**src/hdl/set_assoc_cache_fifo_lru_core_macros.svh**
```systemverilog
// Assertion macros for the set-associative cache core.
// Depends on clk and rst_n being visible where the macros are used.
`ifndef SET_ASSOC_CACHE_FIFO_LRU_CORE_MACROS_SVH
`define SET_ASSOC_CACHE_FIFO_LRU_CORE_MACROS_SVH

// Same-cycle implication, checked outside reset.
`define SACFL_ASSERT_NOW(label, cond, consq, msg) \
  label: assert property (@(posedge clk) disable iff (!rst_n) (cond) |-> (consq)) \
    else $error(msg);

// Next-cycle implication, checked outside reset.
`define SACFL_ASSERT_NEXT(label, cond, consq, msg) \
  label: assert property (@(posedge clk) disable iff (!rst_n) (cond) |=> (consq)) \
    else $error(msg);

`endif

```
**src/hdl/sacfl_ram.sv**
```systemverilog
// Generic single-write, single-read RAM with registered read data.
// No dependencies.
module sacfl_ram #(
  parameter int WIDTH = 8,
  parameter int DEPTH = 16
) (
  input  logic                                    clk,
  input  logic                                    we,
  input  logic [(DEPTH > 1 ? $clog2(DEPTH) : 1)-1:0] waddr,
  input  logic [WIDTH-1:0]                        wdata,
  input  logic                                    re,
  input  logic [(DEPTH > 1 ? $clog2(DEPTH) : 1)-1:0] raddr,
  output logic [WIDTH-1:0]                        rdata
);

  logic [WIDTH-1:0] mem_r [DEPTH];
  logic [WIDTH-1:0] rdata_r;

  always_ff @(posedge clk) begin
    if (we) begin
      mem_r[waddr] <= wdata;
    end
    if (re) begin
      rdata_r <= mem_r[raddr];
    end
  end

  assign rdata = rdata_r;

endmodule
```
**config.mk**
```make
export PLATFORM = sky130hd
export DESIGN_NAME = sacfl_ram
export DESIGN_NICKNAME = d
export VERILOG_FILES = /design/src/hdl/set_assoc_cache_fifo_lru_core_macros.svh /design/src/hdl/sacfl_ram.sv
export SDC_FILE = /design/constraint.sdc
export NUM_CORES = 1
export LEC_CHECK = 0
export BUFFER_PORTS_ARGS = -buffer_cell sky130_fd_sc_hd__buf_4
export CORE_AREA = 2 2 108 89
export DETAILED_ROUTE_END_ITERATION = 6
export DIE_AREA = 0 0 110 91
export PLACE_DENSITY = 0.79
export SLEW_MARGIN = 20
export SYNTH_ARGS = -nofsm -noshare
export SYNTH_HDL_FRONTEND = slang
export SYNTH_SLANG_ARGS = --single-unit
```
**constraint.sdc**
```tcl
create_clock -name clk -period 1.9 [get_ports clk]
set_input_delay 0.19 -clock clk [delete_from_list [all_inputs] [get_ports clk]]
set_output_delay 0.19 -clock clk [all_outputs]
set_load 0.05 [all_outputs]
```
==> key figures <==
CTS
  • Worst-Skew Late Latency: 0.51 ns
  • Clock buffer depth: 2
  • Cts bufs inserted: 17
  • Root Driver: clkbuf_8
  • Clk sinks: 136
  • Htree depth: 4
  • CTS tree: done
  • Post-CTS setup buffer count: 0
  • CTS clk-pin slew, worst paths: approximately 0.060 ns

Power and ir drop
  • Pint: 5.53 mW
  • Power share of the clock group: 0.453
  • Psw: between 1 and 1.5 mW
  • Combinational share of power: 0.057
  • Peak supply drop: 0.735 mV
  • PwrDens: approximately 1100 nW/um^2
  • Leakage power: about 2.2 nW
  • Seq pwr share: 0.490
  • Net Sw Frac: 0.204
  • Overall Power: 6.95 mW

Synth
  • Yosys reg bits: 136
  • Synth warn: 0
  • Mapped Area: 5230 sq um
  • Yosys top cell area share: 0.781
  • Post-synthesis cell count: 229
  • Synth top area cells: edfxtp_1 (78%), mux4_2 (7.8%), mux4_1 (7.0%)
  • Sequential share of the synthesized area: 0.781
  • Yosys top cell by area: edfxtp_1
  • Number of distinct library cells after synthesis: 18
  • Syn Nets: 248
  • Mean Syn Cell Area: 22.8 sq um

Timing
  • Hold slack: approximately 0.014 ns
  • Final Slew Violations: 0
  • Setup TNS: 0 ns
  • Fmax: 0.629 GHz
  • Final setup skew: between 0.007 and 0.008 ns
  • Final min period: 1.59 ns
  • Slew HR: 0.738
  • Setup-violating endpoint count in the final report: 0
  • Final hold viol count: 0
  • RSZ-0062 raised after global routing: false
  • Final period util: 0.836
  • Actual slew at the worst max-slew pin: slightly below 0.4 ns

Route
  • Drt pass-1 iters: 5
  • Detailed Route Iter0 Violations: ~260
  • Drt drc: 0
  • Vias: roughly 2.6k
  • Post-detailed-route wirelength per cell: 24.4 microns
  • Top sig layer: met4
  • Metal3 WL: 1040 microns
  • Vias per cell: about 6
  • Final wirelength: 10,300 microns
  • Routed length on met1: 4120 microns
  • Routed length on met2: 5060 microns
  • Routed Antenna Nets: 0

GRT
  • Vias in the first global route: ~2.6k
  • Initial antenna violation count: 0
  • Total GRT Usage: 0.232
  • First-pass GRT wire length: around 16,000 microns
  • Grt ovf: 0
  • Pin count of the biggest net entering global routing: 23

Floorplanning
  • Initial Util: 0.589
  • Die H: 91 microns
  • Core box area: 8880 sq um
  • Placement row count: 31
  • Die width: 110 microns
  • DIE AREA: 10,000 sq um
  • I/O Pins: 27

Setup path
  • Startpoint Class: flop
  • CP Max Fanout: 1
  • Arrival time at the worst endpoint: 1.85 ns
  • Critical Path RT: 2.16 ns
  • Setup slack, reg-to-reg: 0.31 ns
  • Setup CP Type: reg -> reg
  • Crit. End Element: flop

Cells and area
  • P&R area growth vs syn: 20.9%
  • Nets: 314
  • Layout cells sized above 1: 0.318
  • Fillers: 520
  • # diodes: 0

Run status
  • Status: completed

Placement
  • # port buffers: 26
  • Final RePlAce weighted congestion: 0.751
  • Post-DP HPWL: around 6600 microns

Min path
  • Hold crit path type: in -> reg

Flow run
  • Max-Cap Viols: 0
timing repair:
action | CTS | global route
hold buffers | 7 | 0
hold endpoints to repair | 104 | 0
resized for setup | 0 | 0
layout by cell type (no fill, tap or decap):
| cell type | instances |
|---|---|
| edfxtp_1 | 136 |
| mux4_1 | 14 |
| clkbuf_16 | 16 |
| a22oi_1 | 16 |
| mux4_2 | 18 |
| nand2b_1 | 2 |
| clkbuf_1 | 1 |
| nor2_1 | 13 |
| clkbuf_8 | 1 |
| dlygate4sd3_1 | 7 |
| and2_1 | 1 |
| nor2b_1 | 1 |
| buf_4 | 49 |
| clkinv_2 | 4 |
| or3b_2 | 1 |
| nand3_1 | 1 |
| nand2_1 | 9 |
| nor3_1 | 4 |
| and2b_1 | 1 |
| clkinv_4 | 2 |
| buf_12 | 1 |
| nand3b_1 | 2 |
| clkinv_1 | 2 |
| clkinvlp_4 | 3 |
| bufinv_16 | 3 |
registers in the layout, summed over array words and instances, names as in the netlist:
signal,cells
mem_r,128
rdata,8
power by group through the flow:
stage	clock, mW	combinational, mW	sequential, mW
4_1_cts	3.19	0.401	3.40
2_1_floorplan	0	0.171	3.51
6_report	3.15	0.396	3.40
5_1_grt	3.32	0.427	3.40
3_5_place_dp	0	0.389	3.46
3_3_place_gp	0	0.376	3.46
worst max-delay path, stage by stage (launching register included):
cell	delay [ns]
edfxtp_1	0.37
mux4_1	0.59
a22oi_1	0.30
nand2_1	0.07
per-stage QoR:
stage | util | setup slack (ns) | cells | instance area (sq um)
global route | 0.711 | 0.242 | 423 | 6320
detailed placement | 0.639 | 0.00778 | 384 | 5670
finish | 0.711 | 0.311 | 423 | 6320
global placement | 0.639 | 0.0694 | 384 | 5670
floorplan | - | 0.217 | 229 | 5230
CTS | 0.711 | 0.292 | 423 | 6320
logic make-up after synthesis:
kind of cell           count (synthesis)  share of synthesized area
buffers and inverters                 10                     0.0165
and+or+nand+nor                       35                     0.0314
muxes                                 32                      0.148
DFF                                  136                      0.781
AOI/OAI and AO/OA                     16                     0.0230
final timing paths:
check / start / endpoint / cells after the start
max: mem_r[9][5] / rdata[5] / 3
min: wdata[3] / mem_r[7][3] / 1
min reg2reg: mem_r[12][1] / rdata[1] / 3
max reg2reg: mem_r[9][5] / rdata[5] / 3
cells in the mapped netlist, drive strengths merged:
| master | number |
|---|---|
| edfxtp | 136 |
| mux4 | 32 |
| a22oi | 16 |
| nor2 | 13 |
| nand2 | 9 |
| buf | 7 |
| nor3 | 4 |
| clkdlybuf4s25 | 3 |
| nand2b | 2 |
| nand3b | 2 |
| and2 | 1 |
| and2b | 1 |
| nand3 | 1 |
| nor2b | 1 |
| or3b | 1 |
area by class of cell:
class / instances / area, sq um / area share
Clock buffer: 18 / 418 / 0.0661
Clock inverter: 14 / 158 / 0.0250
Tap cell: 115 / 144 / 0.0228
Timing Repair Buffer: 57 / 458 / 0.0725
Sequential cell: 136 / 4080 / 0.646
Multi-Input combinational cell: 83 / 1060 / 0.167
per-layer routing:
layer	vias to the layer above	GRT usage
li1	1110	-
met2	131	0.336
met5	-	0
met1	1306	0.342
met4	0	0.0643
met3	11	0.0790
(Power assumes the default switching activity.)
